<file path="src/rtl/core/dcgl_pkg.sv">
// shared types, constants and helpers of the dithered gradient line generator
`default_nettype none
package dcgl_pkg;

	localparam int unsigned MAX_LINE = 4096;
	localparam int unsigned LEN_W = 13;
	localparam int unsigned COLOR_W = 32;
	localparam int unsigned IN_DATA_W = 80;
	localparam int unsigned NUM_CHAN = 4;
	localparam int unsigned CHAN_W = 2;
	localparam int unsigned LANE_W = 16;

	// divider: |diff| << 16 needs 24 bits, length - 1 needs 12 bits
	localparam int unsigned DIV_W = 24;
	localparam int unsigned DVS_W = 12;
	localparam int unsigned DIV_STEPS = 24;
	localparam int unsigned DIV_CNT_W = 5;

	localparam logic [LANE_W-1:0] DITHER_MUL = 16'hbb75;

	localparam logic [LANE_W-1:0] LANE0_RST = 16'hbcdd;
	localparam logic [LANE_W-1:0] LANE1_RST = 16'h56c9;
	localparam logic [LANE_W-1:0] LANE2_RST = 16'h8785;
	localparam logic [LANE_W-1:0] LANE3_RST = 16'ha9d1;

	localparam logic KIND_BEGIN = 1'b0;
	localparam logic KIND_PIXEL = 1'b1;

	typedef enum logic [2:0] {
		ST_IDLE,
		ST_DIV_ISSUE,
		ST_DIV_WAIT,
		ST_PIXEL,
		ST_OUT
	} seq_state_t;

	// channel order alpha, red, green, blue; dither lane that feeds each one
	function automatic logic [CHAN_W-1:0] lane_of(input logic [CHAN_W-1:0] chan);
		logic [CHAN_W-1:0] lane;
		case (chan)
			2'd0: lane = 2'd1;
			2'd1: lane = 2'd3;
			2'd2: lane = 2'd0;
			default: lane = 2'd2;
		endcase
		return lane;
	endfunction

	// signed 16-bit integer part clamped to 0..255
	function automatic logic [7:0] clamp_chan(input logic [31:0] sum);
		logic [7:0] res;
		if (sum[31]) begin
			res = 8'd0;
		end else if (|sum[30:24]) begin
			res = 8'hff;
		end else begin
			res = sum[23:16];
		end
		return res;
	endfunction

endpackage
`default_nettype wire

</file>
<file path="src/rtl/core/dcgl_div.sv">
// restoring unsigned divider, one quotient bit per cycle
`default_nettype none
module dcgl_div (
	input  wire logic                        clk,
	input  wire logic                        arst_n,
	input  wire logic                        start,
	input  wire logic [dcgl_pkg::DIV_W-1:0]  dividend,
	input  wire logic [dcgl_pkg::DVS_W-1:0]  divisor,
	output logic                             done,
	output logic [dcgl_pkg::DIV_W-1:0]       quotient
);

	logic                           busy_q;
	logic                           done_q;
	logic [dcgl_pkg::DIV_CNT_W-1:0] cnt_q;
	logic [dcgl_pkg::DVS_W-1:0]     rem_q;
	logic [dcgl_pkg::DIV_W-1:0]     quo_q;
	logic [dcgl_pkg::DVS_W-1:0]     dvs_q;

	logic [dcgl_pkg::DVS_W:0] shifted;
	logic [dcgl_pkg::DVS_W:0] trial;
	logic                     ge;

	assign shifted = {rem_q, quo_q[dcgl_pkg::DIV_W-1]};
	assign ge      = shifted >= {1'b0, dvs_q};
	assign trial   = shifted - {1'b0, dvs_q};

	always_ff @(posedge clk or negedge arst_n) begin
		if (!arst_n) begin
			busy_q <= 1'b0;
			done_q <= 1'b0;
			cnt_q  <= '0;
		end else begin
			done_q <= 1'b0;
			if (start) begin
				busy_q <= 1'b1;
				cnt_q  <= '0;
			end else if (busy_q) begin
				cnt_q <= cnt_q + 1'b1;
				if (cnt_q == dcgl_pkg::DIV_CNT_W'(dcgl_pkg::DIV_STEPS - 1)) begin
					busy_q <= 1'b0;
					done_q <= 1'b1;
				end
			end
		end
	end

	// quotient bits shift in where the dividend bits shift out
	always_ff @(posedge clk) begin
		if (start) begin
			rem_q <= '0;
			quo_q <= dividend;
			dvs_q <= divisor;
		end else if (busy_q) begin
			rem_q <= ge ? trial[dcgl_pkg::DVS_W-1:0] : shifted[dcgl_pkg::DVS_W-1:0];
			quo_q <= {quo_q[dcgl_pkg::DIV_W-2:0], ge};
		end
	end

	assign done     = done_q;
	assign quotient = quo_q;

endmodule
`default_nettype wire

</file>
<file path="src/rtl/core/dithered_color_gradient_line.sv">
// top level: sequencer, channel state, dither lanes and output register
//
// channel | signals                           | payload
// s_axis  | s_tvalid s_tready s_tdata s_tuser | kind, start/end color, line length
// m_axis  | m_tvalid m_tready m_tdata m_tlast | dithered pixel, last pixel of line
//
// a pixel transfer steps through accept, one step per channel through the
// shared lane multiplier and accumulator adder, then the output register load.
// a begin transfer goes, after accept, through issue, the 24-bit quotient and done
// of the serial divider per channel, or only issue for lines shorter than two.
// a pixel transfer with no pixels left is accepted and gives nothing.
// s_tready is high only in idle; a full output register stalls only the load cycle.
`default_nettype none
module dithered_color_gradient_line (
	input  wire logic                              clk,
	input  wire logic                              arst_n,
	input  wire logic                              s_tvalid,
	output logic                                   s_tready,
	// [31:0] start_color, [63:32] end_color, [76:64] line_length, [79:77] zero
	input  wire logic [dcgl_pkg::IN_DATA_W-1:0]    s_tdata,
	// [0] kind
	input  wire logic                              s_tuser,
	output logic                                   m_tvalid,
	input  wire logic                              m_tready,
	// [31:0] pixel_color
	output logic [dcgl_pkg::COLOR_W-1:0]           m_tdata,
	output logic                                   m_tlast
);

	dcgl_pkg::seq_state_t state_q, state_d;

	logic [dcgl_pkg::CHAN_W-1:0]  chan_q;
	logic [dcgl_pkg::LEN_W-1:0]   pixels_left_q;
	logic                         short_q;
	logic [dcgl_pkg::COLOR_W-1:0] start_q;
	logic [dcgl_pkg::COLOR_W-1:0] end_q;
	logic [dcgl_pkg::DVS_W-1:0]   dvs_q;
	logic [dcgl_pkg::COLOR_W-1:0] color_q;
	logic [31:0]                  acc_q   [dcgl_pkg::NUM_CHAN];
	logic [31:0]                  step_q  [dcgl_pkg::NUM_CHAN];
	logic [dcgl_pkg::LANE_W-1:0]  lane_q  [dcgl_pkg::NUM_CHAN];

	logic                         m_tvalid_q;
	logic [dcgl_pkg::COLOR_W-1:0] m_tdata_q;
	logic                         m_tlast_q;

	logic                         in_xfer;
	logic                         out_free;
	logic [dcgl_pkg::LEN_W-1:0]   len_in;
	logic [dcgl_pkg::LEN_W-1:0]   len_cl;

	logic [4:0]                   byte_sel;
	logic [7:0]                   cs;
	logic [7:0]                   ce;
	logic                         diff_neg;
	logic [7:0]                   diff_mag;
	logic [dcgl_pkg::DIV_W-1:0]   dividend;
	logic [dcgl_pkg::DIV_W-1:0]   step_mag;
	logic [31:0]                  step_val;

	logic                         div_start;
	logic                         div_done;
	logic [dcgl_pkg::DIV_W-1:0]   div_quotient;

	logic [dcgl_pkg::CHAN_W-1:0]  lane_idx;
	logic [31:0]                  lane_prod;
	logic [dcgl_pkg::LANE_W-1:0]  lane_next;
	logic [31:0]                  chan_sum;
	logic [7:0]                   chan_byte;

	logic                         step_wr;

	assign in_xfer  = s_tvalid && s_tready;
	assign out_free = !m_tvalid_q || m_tready;
	assign len_in   = s_tdata[76:64];
	assign len_cl   = (len_in > dcgl_pkg::LEN_W'(dcgl_pkg::MAX_LINE)) ?
		dcgl_pkg::LEN_W'(dcgl_pkg::MAX_LINE) : len_in;

	// per-channel difference for the step being set up
	assign byte_sel = {~chan_q, 3'b000};
	assign cs       = 8'(start_q >> byte_sel);
	assign ce       = 8'(end_q >> byte_sel);
	assign diff_neg = ce < cs;
	assign diff_mag = diff_neg ? (cs - ce) : (ce - cs);
	assign dividend = {diff_mag, 16'h0000};
	assign step_mag = short_q ? dividend : div_quotient;
	assign step_val = diff_neg ? (32'd0 - {8'd0, step_mag}) : {8'd0, step_mag};

	// pixel datapath, one channel per cycle
	assign lane_idx  = dcgl_pkg::lane_of(chan_q);
	assign lane_prod = {16'd0, lane_q[lane_idx]} * {16'd0, dcgl_pkg::DITHER_MUL};
	assign lane_next = lane_prod[dcgl_pkg::LANE_W-1:0];
	assign chan_sum  = acc_q[chan_q] + {16'd0, lane_next};
	assign chan_byte = dcgl_pkg::clamp_chan(chan_sum);

	dcgl_div u_div (
		.clk      (clk),
		.arst_n   (arst_n),
		.start    (div_start),
		.dividend (dividend),
		.divisor  (dvs_q),
		.done     (div_done),
		.quotient (div_quotient)
	);

	always_ff @(posedge clk or negedge arst_n) begin
		if (!arst_n) begin
			state_q <= dcgl_pkg::ST_IDLE;
		end else begin
			state_q <= state_d;
		end
	end

	always_comb begin
		state_d   = state_q;
		s_tready  = 1'b0;
		div_start = 1'b0;
		step_wr   = 1'b0;
		case (state_q)
			dcgl_pkg::ST_IDLE: begin
				s_tready = 1'b1;
				if (in_xfer) begin
					if (s_tuser == dcgl_pkg::KIND_BEGIN) begin
						state_d = dcgl_pkg::ST_DIV_ISSUE;
					end else if (pixels_left_q != '0) begin
						state_d = dcgl_pkg::ST_PIXEL;
					end
				end
			end
			dcgl_pkg::ST_DIV_ISSUE: begin
				if (short_q) begin
					step_wr = 1'b1;
					if (chan_q == dcgl_pkg::CHAN_W'(dcgl_pkg::NUM_CHAN - 1)) begin
						state_d = dcgl_pkg::ST_IDLE;
					end
				end else begin
					div_start = 1'b1;
					state_d   = dcgl_pkg::ST_DIV_WAIT;
				end
			end
			dcgl_pkg::ST_DIV_WAIT: begin
				if (div_done) begin
					step_wr = 1'b1;
					if (chan_q == dcgl_pkg::CHAN_W'(dcgl_pkg::NUM_CHAN - 1)) begin
						state_d = dcgl_pkg::ST_IDLE;
					end else begin
						state_d = dcgl_pkg::ST_DIV_ISSUE;
					end
				end
			end
			dcgl_pkg::ST_PIXEL: begin
				if (chan_q == dcgl_pkg::CHAN_W'(dcgl_pkg::NUM_CHAN - 1)) begin
					state_d = dcgl_pkg::ST_OUT;
				end
			end
			dcgl_pkg::ST_OUT: begin
				if (out_free) begin
					state_d = dcgl_pkg::ST_IDLE;
				end
			end
			default: begin
				state_d = dcgl_pkg::ST_IDLE;
			end
		endcase
	end

	// control and channel state
	always_ff @(posedge clk or negedge arst_n) begin
		if (!arst_n) begin
			chan_q        <= '0;
			pixels_left_q <= '0;
			for (int i = 0; i < dcgl_pkg::NUM_CHAN; i++) begin
				acc_q[i]  <= '0;
				step_q[i] <= '0;
			end
			lane_q[0] <= dcgl_pkg::LANE0_RST;
			lane_q[1] <= dcgl_pkg::LANE1_RST;
			lane_q[2] <= dcgl_pkg::LANE2_RST;
			lane_q[3] <= dcgl_pkg::LANE3_RST;
		end else begin
			if (state_q == dcgl_pkg::ST_IDLE && in_xfer) begin
				chan_q <= '0;
				if (s_tuser == dcgl_pkg::KIND_BEGIN) begin
					pixels_left_q <= len_cl;
					for (int i = 0; i < dcgl_pkg::NUM_CHAN; i++) begin
						acc_q[i] <= {8'd0, s_tdata[8*(3-i) +: 8], 16'h0000};
					end
				end
			end
			if (step_wr) begin
				step_q[chan_q] <= step_val;
				chan_q         <= chan_q + 1'b1;
			end
			if (state_q == dcgl_pkg::ST_PIXEL) begin
				lane_q[lane_idx] <= lane_next;
				acc_q[chan_q]    <= acc_q[chan_q] + step_q[chan_q];
				chan_q           <= chan_q + 1'b1;
				if (chan_q == dcgl_pkg::CHAN_W'(dcgl_pkg::NUM_CHAN - 1)) begin
					pixels_left_q <= pixels_left_q - 1'b1;
				end
			end
		end
	end

	// line parameters and pixel assembly
	always_ff @(posedge clk) begin
		if (state_q == dcgl_pkg::ST_IDLE && in_xfer
				&& s_tuser == dcgl_pkg::KIND_BEGIN) begin
			start_q <= s_tdata[31:0];
			end_q   <= s_tdata[63:32];
			short_q <= len_cl < dcgl_pkg::LEN_W'(2);
			dvs_q   <= dcgl_pkg::DVS_W'(len_cl - 1'b1);
		end
		if (state_q == dcgl_pkg::ST_PIXEL) begin
			color_q[{~chan_q, 3'b000} +: 8] <= chan_byte;
		end
	end

	// output register
	always_ff @(posedge clk or negedge arst_n) begin
		if (!arst_n) begin
			m_tvalid_q <= 1'b0;
		end else if (state_q == dcgl_pkg::ST_OUT && out_free) begin
			m_tvalid_q <= 1'b1;
		end else if (m_tready) begin
			m_tvalid_q <= 1'b0;
		end
	end

	always_ff @(posedge clk) begin
		if (state_q == dcgl_pkg::ST_OUT && out_free) begin
			m_tdata_q <= color_q;
			m_tlast_q <= pixels_left_q == '0;
		end
	end

	assign m_tvalid = m_tvalid_q;
	assign m_tdata  = m_tdata_q;
	assign m_tlast  = m_tlast_q;

`ifndef SYNTH
	a_pixel_has_work: assert property (@(posedge clk) disable iff (!arst_n)
		state_q == dcgl_pkg::ST_PIXEL |-> pixels_left_q != '0)
		else $error("pixel sequence running with no pixels left");

	a_div_only_long: assert property (@(posedge clk) disable iff (!arst_n)
		state_q == dcgl_pkg::ST_DIV_WAIT |-> !short_q)
		else $error("divider used for a line shorter than two pixels");

	a_out_from_seq: assert property (@(posedge clk) disable iff (!arst_n)
		$rose(m_tvalid_q) |-> $past(state_q) == dcgl_pkg::ST_OUT)
		else $error("output transfer raised outside the output load");

	a_len_bound: assert property (@(posedge clk) disable iff (!arst_n)
		state_q == dcgl_pkg::ST_IDLE |=>
			pixels_left_q <= dcgl_pkg::LEN_W'(dcgl_pkg::MAX_LINE))
		else $error("pixel count above the line limit");
`endif

endmodule
`default_nettype wire

</file>
<file path="config.mk">
export PLATFORM = sky130hd
export DESIGN_NAME = dithered_color_gradient_line
export DESIGN_NICKNAME = d
export VERILOG_FILES = /design/src/rtl/core/dcgl_pkg.sv /design/src/rtl/core/dcgl_div.sv /design/src/rtl/core/dithered_color_gradient_line.sv
export SDC_FILE = /design/constraint.sdc
export NUM_CORES = 1
export LEC_CHECK = 0
export ABC_AREA = 1
export BUFFER_PORTS_ARGS = -buffer_cell sky130_fd_sc_hd__buf_2
export CORE_MARGIN = 5
export CORE_UTILIZATION = 45
export CTS_BUF_LIST = sky130_fd_sc_hd__clkbuf_2 sky130_fd_sc_hd__clkbuf_4 sky130_fd_sc_hd__clkbuf_8
export DETAILED_ROUTE_END_ITERATION = 8
export MAX_ROUTING_LAYER = met4
export PLACE_DENSITY = 0.68
export RECOVER_POWER = 100
export SKIP_CTS_REPAIR_TIMING = 1
export SLEW_MARGIN = 20
export SYNTH_ARGS = -nofsm -noshare
export SYNTH_HDL_FRONTEND = slang
export SYNTH_SLANG_ARGS = --single-unit
</file>
<file path="constraint.sdc">
create_clock -name clk -period 13.8 [get_ports clk]
set_input_delay 2.07 -clock clk [delete_from_list [all_inputs] [get_ports clk]]
set_output_delay 2.07 -clock clk [all_outputs]
set_load 0.05 [all_outputs]
</file>
Yosys cells after proc, flatten, opt, wreduce, memory -nomap -nowiden --
Cells that the tools add are included.
Storage, ports and cells: register bits after elaboration 536, latch bits 0, bits in writable memories 0, memory bits (read-only) 0, output and inout port bits 35, memories 0
Operators by class: add/subtract/negate cells 11, multiply operators 1, div/mod/pow operators 0, $lt $le $gt $ge 8, equality and inequality tests 14, shift-type cells 4, multiplexer cells 63, bitwise logic cells 4, reduce and logical (&&, ||, !) cells 17
Operator list (number):
- $mux W128 | 3
- $bwmux W128 | 2
- $mux W32 | 6
- $bmux W32 S2 | 2
- $mux W24 | 3
- $mux W13 | 5
- $bwmux W64 | 1
- $demux W32 S2 | 1
- $shr A32 B5 Y8 | 2
- $mux W16 | 3
- $add A32 B16 Y32 | 1
- $add A32 B32 Y32 | 1
- $bmux W16 S2 | 1
- $bwmux W32 | 1
- $demux W16 S2 | 1
- $shift A8 B7 Y32 const A | 1
- $shiftx A8 B7 Y32 | 1
- $sub A1 B24 Y25 const A | 1
- $mux W3 | 8
- $mux W8 | 3
- $mul A16 B16 Y16 const B | 1
- $sub A8 B8 Y8 | 2
- $pmux W3 S5 | 1
- $mux W1 | 14
- other kinds (40) | 57

Logic depth before layout (Yosys ltp) --
Gate-level depths: netlist (run 1).
depth in word-level cells 13, gate-level depth with buffers 54

By module --
A second synthesis (run 1) with hierarchy kept.
Second synthesis, totals: cell total of the unflattened synthesis 3455, area total of the unflattened synthesis 29199.3 µm²
By module, submodules not included:
- dithered_color_gradient_line | instances 1, cells an instance 3069, area an instance 26111.3 µm²
- dcgl_div | instances 1, cells an instance 386, area an instance 3088.0 µm²

Worst setup path after synthesis (run 1) --
Ideal clock, no wire load.
kind flip-flop to flip-flop, start reg chan_q[0] (netlist bit), end reg color_q[24] (netlist bit) (data pin), setup time 0.266 ns, data arrival time 8.940 ns, setup slack 4.593 ns, cell stages (with the launch flop) 46, buffers on the path 8, cells stage by stage dfrtp_1 -> buf_4 -> inv_2 -> buf_2 -> buf_2 -> clkbuf_1 -> clkbuf_1 -> buf_2 -> ha_1 -> nor2_4 -> buf_4 -> clkbuf_1 -> nor2_1 -> inv_1 -> a22oi_1 -> inv_1 -> fa_1 -> fa_1 -> [10 not listed] -> a21oi_1 -> xor2_1 -> ha_1 -> nand2_1 -> nor4_1 -> o21ai_0 -> o211ai_1 -> nand3_1 -> nand2_1 -> nand2_1 -> nand2_1 -> nand2_1 -> inv_1 -> nand3_1 -> nor2_8 -> nand3_2 -> nand4_1 -> nor2_1
Between the ends: longest elaborated chain between the ends 13, elaborated cells on any way between the ends 22, those cells by class add/sub: 2; mul: 1; eq/ne: 2; shift: 2; mux: 10; bitwise: 3; reduce/logical: 2
Ends and longest elaborated chain:
- from (decl) | line dithered_color_gradient_line.sv:32 | logic [dcgl_pkg::CHAN_W-1:0] chan_q;
- from (signal assigned) | line dithered_color_gradient_line.sv:192 | chan_q <= chan_q + 1'b1;
- from (signal assigned) | line dithered_color_gradient_line.sv:197 | chan_q <= chan_q + 1'b1;
- $eq A2 B2 Y1, or another cell as far along | line dcgl_pkg.sv:40 | case (chan)
- $pmux W2 S3 | line dcgl_pkg.sv:40
- $not A2 Y3 (implied by the code) | line dithered_color_gradient_line.sv:91 | assign lane_prod = {16'd0, lane_q[lane_idx]} * {16'd0, dcgl_pkg::DITHER_MUL};
- $bmux W16 S2 | line dithered_color_gradient_line.sv:91
- $mux W16 (implied by the code) (2 in series) | line dithered_color_gradient_line.sv:91
- $mul A16 B16 Y16 | line dithered_color_gradient_line.sv:91
- $add A32 B16 Y32 | line dithered_color_gradient_line.sv:93 | assign chan_sum = acc_q[chan_q] + {16'd0, lane_next};
- $reduce_or A7 Y1 | line dcgl_pkg.sv:54 | end else if (|sum[30:24]) begin
- $mux W8 | line dcgl_pkg.sv:54
- $mux W8 | line dcgl_pkg.sv:52 | if (sum[31]) begin
- $shiftx A8 B7 Y32 | line dithered_color_gradient_line.sv:215 | color_q[{~chan_q, 3'b000} +: 8] <= chan_byte;
- $bwmux W32 * | line dithered_color_gradient_line.sv:215
- to (signal, indexed assignment) | line dithered_color_gradient_line.sv:215
- to (decl) | line dithered_color_gradient_line.sv:38 | logic [dcgl_pkg::COLOR_W-1:0] color_q;
Mark *: on every way between the ends. The rest lies on a longest branch, timed or not. The select of a mux whose other input is x is not followed. A chain may end at the register's enable or synchronous reset.

Worst setup path in the final report (run 1) --
start reg chan_q[1] (netlist bit), end reg color_q[16] (netlist bit) (data pin)
Same word-level chain as after synthesis.

==> flow_summary.ini, run 1 <==
[status]
outcome = complete, but fails checks
failed_checks = capacitance limit, slew limit

[critical_path]
critPathMaxStageDelay_ns = 1.87
reg2reg_slack_ns = 2.32
cp_max_fanout = 45
crit_slowest_cell = sky130_fd_sc_hd__clkbuf_1
cp.arrival_ns = 11.86
worstPathRequired_ns = 14.18
worst-r2r-cell-count = 34
critPathCaptureType = flip-flop
path_class = flip-flop to flip-flop
setup.worst_path.start_class = flip-flop

[synthesis]
synth_enable_flop_cells = 162
synth_cell_types = 60
mappedNetlistArea_um2 = 28570
syn_inst = 3353
synth_fp_nets = 3626
yosysTopAreaCell = sky130_fd_sc_hd__dfrtp_1
top_cells_by_count_synth = 781 x sky130_fd_sc_hd__nand2_1, 413 x sky130_fd_sc_hd__o21ai_0, 353 x sky130_fd_sc_hd__inv_1
yosys_warnings = 0
synth.yosys.seq_area_share = 0.4698
async_flop_share = 0.6260
dominantRegCellSynth = sky130_fd_sc_hd__dfrtp_1
synth.top_cell.area_share = 0.2487
register_bit_count_reported_by_yosys = 508
avgSynthCellArea_um2 = 8.522
post-synth-top-count-cell = sky130_fd_sc_hd__nand2_1
synth.top_cells.by_area = sky130_fd_sc_hd__dfrtp_1 25%, sky130_fd_sc_hd__edfxtp_1 17%, sky130_fd_sc_hd__nand2_1 10%, sky130_fd_sc_hd__o21ai_0 7.2%, sky130_fd_sc_hd__ha_1 6.2%

[cts]
tritoncts = yes
clock-root-buffer = sky130_fd_sc_hd__clkbuf_8
cts.reportedPaths.clkPinSlew_ns = 0.06
clk_path_buf_depth = 3
cts_inserted_buffers = 87
clock_sink_count = 508
clock_tree.htree_level_count = 3
worstSkewPairLatency_ns = 0.69

[global_route]
grt_antenna_before_repair = 2
grt_start_max_net_pins = 187
grt_first_pass_wirelength_um = 117000
global_route.usage.total = 0.2163
grt_pass1_vias = 22350
globalRoute.totalOverflow = 0

[timing]
worst_slew_pin_slew_ns = 4.819
finalClockSkew_ns = 0.03633
final.period_utilization = 0.8318
finalWorstPathRequiredPeriod_ns = 11.48
report.final.slew_viol_count = 714
fin_tns_setup_ns = 0
hold_viol = 0
maxClockFrequency_mhz = 87.11
setup_violations = 0
rsz0062_at_grt = no
slew_headroom = -2.213

[routing]
drc_errors = 0
initial_drc_count = 1513
detail_route.first_pass.iterations = 5
wl_per_instance_um = 16.55
via_count = 23170
drt-vias-per-instance = 5.315
postRouteAntennaNets = 0
routed_wl_um = 72130

[floorplanning]
floorplan.die_area_um2 = 68640
die_h_um = 262.0
initial_standard_cell_utilization_of_the_core = 0.4538
rows = 92
fp.coreArea_um2 = 62970
pin_count = 120
width_of_the_chip_um = 262.0

[place]
portBuffers = 116
gp_congestion = 0.8844
hpwl_um = 49360

[min_path]
min_path_cells = 0
holdCritPathClass = flip-flop to flip-flop

[layout]
drive_above_1_share = 0.08689
n_fill_cell = 6010
layout_net_count = 3710
area_growth_syn_to_layout_pct = 10.36

[job]
max-cap-violations = 13
-- final cells by class --
cell class | count | area, um2 | area share
Clock inverter | 31 | 284.0 | 0.009006
Multi-Input combinational cell | 2322 | 13080 | 0.4148
Inverter | 371 | 1398 | 0.04432
Sequential cell | 508 | 13430 | 0.4257
Antenna cell | 3 | 7.507 | 0.0002380
Clock buffer | 131 | 1597 | 0.05062
Tap cell | 846 | 1059 | 0.03356
Timing Repair Buffer | 147 | 685.7 | 0.02174
-- state kept, by name, summed over array words and instances (netlist names), 2 cells and up --
| signal | flops |
|---|---|
| color_q | 32 |
| acc_q | 128 |
| step_q | 100 |
| m_tdata | 32 |
| u_div.cnt_q | 5 |
| u_div.dvs_q | 12 |
| lane_q | 64 |
| state_q | 3 |
| chan_q | 2 |
| dvs_q | 12 |
| u_div.quotient | 24 |
| pixels_left_q | 13 |
| u_div.rem_q | 12 |
| end_q | 32 |
| start_q | 32 |
-- worst max-delay path: cells and delay by family, from the launching register on --
family | cells | cell delay [ns]
flops | 1 | 0.37
simple gates | 13 | 2.41
buf+inv | 7 | 2.74
xor+xnor | 1 | 0.15
fa+ha+maj | 9 | 4.76
compound gates | 4 | 0.71
-- metal layers --
| layer | up-vias | GRT usage | routed length (um) |
|---|---|---|---|
| met5 | - | - | 0 |
| met4 | 0 | 0.05562 | 1677 |
| met3 | 119 | 0.03901 | 4687 |
| met2 | 681 | 0.3513 | 34230 |
| met1 | 10980 | 0.2840 | 31540 |
| li1 | 11390 | - | - |
-- path summary, 6_finish.rpt --
kind | startpoint | end
worst max-delay path | chan_q[1] | color_q[16]
worst min-delay path | lane_q[0] | lane_q[0]
worst max register to register | chan_q[1] | color_q[16]
worst min register to register | lane_q[0] | lane_q[0]
max in group asynchronous | arst_n | u_div.cnt_q[1]
min in group asynchronous | arst_n | lane_q[43]
-- placed cells by master, fill, tap and decap left out, types with 98 or more instances in the layout --
master                     count
sky130_fd_sc_hd__nor2_1      225
sky130_fd_sc_hd__dfrtp_1     284
sky130_fd_sc_hd__o21ai_0     421
sky130_fd_sc_hd__clkbuf_8     98
sky130_fd_sc_hd__ha_1        141
sky130_fd_sc_hd__a21oi_1     139
sky130_fd_sc_hd__inv_1       352
sky130_fd_sc_hd__nand2_1     785
sky130_fd_sc_hd__nand3_1     192
sky130_fd_sc_hd__edfxtp_1    162
-- through the flow --
stage | util | setup slack, ns | hold slack [ns] | cells | cell area, um2
final | 0.5009 | 2.321 | 0.3675 | 4359 | 31540
after global routing | 0.5008 | 1.754 | 0.3693 | 4358 | 31530
after CTS | 0.5042 | 3.509 | 0.3676 | 4355 | 31750
after detailed placement | 0.4743 | 3.563 | 0.3589 | 4193 | 29870
after global placement | 0.4743 | 3.587 | 0.3581 | 4193 | 29870
after floorplan | - | 4.593 | 0.4003 | 3353 | 28570
-- kinds of logic (layout without fill, tap and decap cells) --
kind of cell	count (synthesis)	count (layout)	share of synthesized area
fa+ha+maj	188	188	0.09467
xor+xnor	88	88	0.02811
simple gates	1310	1310	0.1940
flops	508	508	0.4698
buf+inv	523	680	0.07063
compound gates	734	734	0.1420
mux	2	2	0.0007444
other cells	0	3	0
Power of run 1 is not shown: default switching activity piles up to over one toggle a cycle in this logic, so the estimate is an artifact.
==> run 2: changes to the inputs <==
Clock period 13.8 ns to 11.95 ns, I/O delays scaled along.
==> run 2 against run 1 <==
Effect of this change:
- the flow still finishes with violations (capacitance limit, slew limit)
- final area is 0.17% higher
- wire length down 0.20%
- die area stayed put
- clock skew rose by 0.014 ns
- flip-flop and latch count stayed put
- non-clock buffer count unchanged
- first-iteration DRC count is 18% higher
- utilization up 0.087 points
- worst setup slack lost 1.3 ns
- critical path type unchanged
- critical endpoint is now color_q[19]
==> flow_summary.ini, run 2 (synthesis results as in run 1) <==
[status]
outcome = complete, but fails checks
failed_checks = capacitance limit, slew limit

[layout]
most-common-layout-cells = 783 x sky130_fd_sc_hd__nand2_1, 421 x sky130_fd_sc_hd__o21ai_0, 352 x sky130_fd_sc_hd__inv_1
max_reg_flops = 128
largestRegisters = acc_q (128), step_q (100), lane_q (64)
multi_input_comb_area_um2 = 13140
layout_commonest_cell = sky130_fd_sc_hd__nand2_1
sequential_cell_area_um2 = 13430
drive_above_1_share = 0.09239
area_growth_syn_to_layout_pct = 10.56
n_fill_cell = 5988
largest_register = acc_q
layout_net_count = 3709
final_util = 0.5017

[critical_path]
cpLargestDelayFamily = adder cells
worstPathRequired_ns = 12.33
critPathMaxStageDelay_ns = 0.83
crit_slowest_cell = sky130_fd_sc_hd__nand2_1
cp_max_fanout = 44
critical-path-top-cell-by-count = sky130_fd_sc_hd__nand2_1
setup.worst_path.start_class = flip-flop
critical_path_depth = 41
endpoint = color_q[19]
cp.arrival_ns = 11.28
worst-r2r-cell-count = 41
critical_path.n_buffers_inverters = 8
reg2reg_slack_ns = 1.06
critical_path.reg2reg.startpoint = chan_q[0]
critPathCaptureType = flip-flop
timing.rr.end = color_q[19]
path_class = flip-flop to flip-flop
critical_path.startpoint = chan_q[0]

[min_path]
min_path_cells = 0
holdCritPathClass = flip-flop to flip-flop
hold_path.startpoint = lane_q[0]

[cts]
clock-root-buffer = sky130_fd_sc_hd__clkbuf_8
clock_sink_count = 508
tritoncts = yes
clk_path_buf_depth = 3
worstSkewPairLatency_ns = 0.70
cts.reportedPaths.clkPinSlew_ns = 0.06
cts_inserted_buffers = 86
clock_tree.htree_level_count = 3

[floorplanning]
pin_count = 120
die_h_um = 262.0
rows = 92
initial_standard_cell_utilization_of_the_core = 0.4538
floorplan.die_area_um2 = 68640
width_of_the_chip_um = 262.0
fp.coreArea_um2 = 62970

[routing]
drt-vias-per-instance = 5.326
wl_per_instance_um = 16.53
drc_errors = 0
routed_wl_um = 71980
initial_drc_count = 1782
m1WireLength_um = 31440
routed.top_layer = met4
postRouteAntennaNets = 0
via_count = 23190
met3RoutedLength_um = 4962
detail_route.first_pass.iterations = 5
met2_wirelength_um = 33920

[timing]
timing.hold.ws_ns = 0.3786
report.final.slew_viol_count = 691
final.period_utilization = 0.9117
finalWorstPathRequiredPeriod_ns = 10.89
worst_slew_pin_slew_ns = 5.297
maxClockFrequency_mhz = 91.79
slew_headroom = -2.531
hold_viol = 0
finalClockSkew_ns = 0.05040
setup_violations = 0
rsz0062_at_grt = no
fin_tns_setup_ns = 0

[global_route]
grt_start_max_net_pins = 96
global_route.usage.total = 0.2152
grt_antenna_before_repair = 2
globalRoute.totalOverflow = 0
grt_pass1_vias = 21780
grt_first_pass_wirelength_um = 115900

[job]
max-cap-violations = 11

[place]
gp_congestion = 0.8854
portBuffers = 116
hpwl_um = 49830
-- run 2: changes by cell type in the layout (fill, tap and decap cells not counted), sizes merged --
cell      change
clkinv        -6
buf           +5
clkinvlp      -4
clkbuf        +1
diode         -1
inv           +1
-- run 2: layout make-up --
class | instances | share of cell area
flip-flops and latches | 508 | 0.4251
multi-input cells | 2322 | 0.4158
clock buffers | 137 | 0.05216
inverters | 371 | 0.04428
well taps | 846 | 0.03351
repair buffers | 147 | 0.02170
clock inverters | 22 | 0.007287
diodes | 2 | 0.0001584
-- run 2: layer usage --
layer / vias up / track usage
li1: 11380 / -
met1: 10940 / 0.2844
met2: 754 / 0.3458
met3: 123 / 0.03843
met4: 0 / 0.05911
met5: - / -
-- run 2: worst min-delay path by stage --
stage / slack [ns] / to
after floorplan: 0.40 / m_tdata[0]
after global placement: 0.36 / lane_q[0]
after detailed placement: 0.36 / lane_q[0]
after CTS: 0.37 / lane_q[0]
after global routing: 0.39 / lane_q[0]
final: 0.38 / lane_q[0]
-- run 2: worst register-to-register path, delay by kind of cell (launching register included) --
family / cells / cell delay [ns]
flip-flops: 1 / 0.70
buffers and inverters: 8 / 1.39
adder cells (fa/ha/maj): 9 / 4.17
AO/OA/AOI/OAI: 6 / 1.42
AND/OR/NAND/NOR: 18 / 2.89
-- run 2: metrics by stage --
stage	worst slack [ns]	instances	cell area (um2)
after floorplan	2.743	3353	28570
after global routing	0.3238	4355	31590
after detailed placement	1.448	4194	29860
final	1.055	4355	31590
after global placement	1.494	4194	29860
after CTS	1.359	4353	31740
Power of run 2 is left out for the same reason.
==> run 3: changes to the inputs <==
Settings changed: SYNTH_HIERARCHICAL set to 1.
==> run 3 against run 2 <==
Effect of this change:
- the run still ends with capacitance limit, slew limit left
- flip-flop and latch count did not move
- critical path depth fell by 8
- count of clock-buffer cells in the layout fell by 14
- first-iteration DRC count fell by 6.7%
- utilization fell by 0.23 points
- critical endpoint is now color_q[27]
- largest cell class unchanged
- register-to-register slack improved by 0.26 ns
==> flow_summary.ini, run 3 <==
[status]
outcome = complete, but fails checks
failed_checks = capacitance limit, slew limit

[routing]
drc_errors = 0
postRouteAntennaNets = 0
via_count = 23440
wl_per_instance_um = 16.25
routed_wl_um = 72660
initial_drc_count = 1663
drt-vias-per-instance = 5.241
detail_route.first_pass.iterations = 6

[critical_path]
crit_slowest_cell = sky130_fd_sc_hd__nor2_4
critical_path.reg2reg.startpoint = chan_q[0]
cp.arrival_ns = 11.08
timing.rr.end = color_q[27]
critical-path-top-cell-by-count = sky130_fd_sc_hd__fa_1
critPathMaxStageDelay_ns = 0.81
reg2reg_slack_ns = 1.31
path_class = flip-flop to flip-flop
critical_path.startpoint = chan_q[0]
worstPathRequired_ns = 12.39
cp_max_fanout = 35
critPathCaptureType = flip-flop
endpoint = color_q[27]
worst-r2r-cell-count = 33
setup.worst_path.start_class = flip-flop

[global_route]
grt_start_max_net_pins = 155
grt_first_pass_wirelength_um = 117600
globalRoute.totalOverflow = 0
grt_antenna_before_repair = 0
grt_pass1_vias = 22170
global_route.usage.total = 0.2090

[timing]
fin_tns_setup_ns = 0
slew_headroom = -2.870
maxClockFrequency_mhz = 94.00
setup_violations = 0
worst_slew_pin_slew_ns = 5.805
hold_viol = 0
report.final.slew_viol_count = 804
finalWorstPathRequiredPeriod_ns = 10.64
final.period_utilization = 0.8902
finalClockSkew_ns = 0.04590
rsz0062_at_grt = no

[cts]
clock_sink_count = 508
tritoncts = yes
cts_inserted_buffers = 86
clock-root-buffer = sky130_fd_sc_hd__clkbuf_8
clock_tree.htree_level_count = 3
clk_path_buf_depth = 3
worstSkewPairLatency_ns = 0.71
cts.reportedPaths.clkPinSlew_ns = 0.06

[layout]
max_reg_flops = 128
largest_register = acc_q
drive_above_1_share = 0.08902
diodes = 0
largestRegisters = acc_q (128), step_q (100), lane_q (64)
layout_commonest_cell = sky130_fd_sc_hd__nand2_1
most-common-layout-cells = 877 x sky130_fd_sc_hd__nand2_1, 392 x sky130_fd_sc_hd__o21ai_0, 361 x sky130_fd_sc_hd__inv_1
layout_net_count = 3821
area_growth_syn_to_layout_pct = 10.05

[synthesis]
top_cells_by_count_synth = 877 x sky130_fd_sc_hd__nand2_1, 391 x sky130_fd_sc_hd__o21ai_0, 361 x sky130_fd_sc_hd__inv_1
syn_inst = 3455
synth.top_cell.area_share = 0.2434
synth_cell_types = 63
async_flop_share = 0.6260
yosys_warnings = 6
register_bit_count_reported_by_yosys = 508
dominantRegCellSynth = sky130_fd_sc_hd__dfrtp_1
synth.top_cells.by_area = sky130_fd_sc_hd__dfrtp_1 24%, sky130_fd_sc_hd__edfxtp_1 18%, sky130_fd_sc_hd__nand2_1 11%, sky130_fd_sc_hd__o21ai_0 6.7%, sky130_fd_sc_hd__ha_1 6.0%
post-synth-top-count-cell = sky130_fd_sc_hd__nand2_1
avgSynthCellArea_um2 = 8.451
mappedNetlistArea_um2 = 29200
synth.yosys.seq_area_share = 0.4653
synth_enable_flop_cells = 178
yosysTopAreaCell = sky130_fd_sc_hd__dfrtp_1

[floorplanning]
initial_standard_cell_utilization_of_the_core = 0.4538
die_h_um = 264.7
fp.coreArea_um2 = 64350
rows = 93
width_of_the_chip_um = 264.7
pin_count = 120
floorplan.die_area_um2 = 70080

[place]
portBuffers = 116
gp_congestion = 0.8713
hpwl_um = 49330

[job]
max-cap-violations = 14

[min_path]
holdCritPathClass = flip-flop to flip-flop
-- run 3: cell count changes in the layout (fill, tap and decap cells not counted), moves of 6 or more --
cell	previous run	this run
sky130_fd_sc_hd__a21oi_1	139	126
sky130_fd_sc_hd__buf_4	16	10
sky130_fd_sc_hd__clkbuf_4	38	25
sky130_fd_sc_hd__clkinv_1	15	24
sky130_fd_sc_hd__conb_1	0	16
sky130_fd_sc_hd__dfxtp_1	28	12
sky130_fd_sc_hd__edfxtp_1	162	178
sky130_fd_sc_hd__inv_1	352	361
sky130_fd_sc_hd__nand2_1	783	877
sky130_fd_sc_hd__nand3_1	183	219
sky130_fd_sc_hd__nand4_1	23	41
sky130_fd_sc_hd__o21ai_0	421	392
sky130_fd_sc_hd__o22ai_1	70	51
-- run 3: critical path, delay by kind of cell (launching register included) --
kind	cells	cell delay, ns
xor gates and xnor gates	2	0.73
buffers and inverters	6	0.57
DFF	1	0.69
adders and majority gates	9	4.28
and+or+nand+nor	13	2.94
AOI/OAI and AO/OA	3	1.13
-- run 3: per-stage QoR --
stage          instances  worst slack [ns]  hold slack [ns]    util  area [um2]
2_1_floorplan       3470             2.804           0.4003       -       29260
3_3_place_gp        4315             1.926           0.3601  0.4743       30520
3_5_place_dp        4315             1.845           0.3589  0.4743       30520
4_1_cts             4472             1.784           0.3684  0.5027       32350
5_1_grt             4472            0.6994           0.3923  0.4994       32130
6_report            4472             1.312           0.3797  0.4994       32130
-- run 3: how the worst min path moves through the flow --
stage	slack (ns)	cells past startpoint	to	start
global route	0.39	0	lane_q[0]	lane_q[0]
floorplan	0.40	0	m_tdata[0]	color_q[0]
global placement	0.36	0	lane_q[0]	lane_q[0]
CTS	0.37	0	lane_q[0]	lane_q[0]
detailed placement	0.36	0	lane_q[0]	lane_q[0]
finish	0.38	0	lane_q[0]	lane_q[0]
-- run 3: cells by family (layout without fill, tap and decap cells) --
family | after synthesis | after routing | synth area share
AO/OA/AOI/OAI | 660 | 660 | 0.1250
buffers and inverters | 535 | 682 | 0.07092
multiplexers | 2 | 2 | 0.0007713
flip-flops | 508 | 508 | 0.4653
adder cells (fa/ha/maj) | 188 | 188 | 0.09264
AND/OR/NAND/NOR | 1472 | 1472 | 0.2175
XOR/XNOR | 89 | 89 | 0.02781
other | 1 | 16 | 0.0001284
-- run 3: metal layers --
| metal | up-vias | wire [um] | share of wire | GRT usage |
|---|---|---|---|---|
| li1 | 11650 | - | - | - |
| met1 | 10980 | 33850 | 0.47 | 0.2935 |
| met2 | 688 | 32590 | 0.45 | 0.3194 |
| met3 | 120 | 4525 | 0.062 | 0.03508 |
| met4 | 0 | 1698 | 0.023 | 0.05259 |
| met5 | - | 0 | 0 | - |
-- run 3: cell type report --
| cell class | instances | area [um2] |
|---|---|---|
| repair buffers | 142 | 651.9 |
| well taps | 855 | 1070 |
| inverters | 383 | 1443 |
| fillers | 6113 | 32210 |
| multi-input cells | 2427 | 13560 |
| clock buffers | 123 | 1536 |
| flip-flops and latches | 508 | 13590 |
| clock inverters | 34 | 289.0 |
Power of run 3 is left out for the same reason.
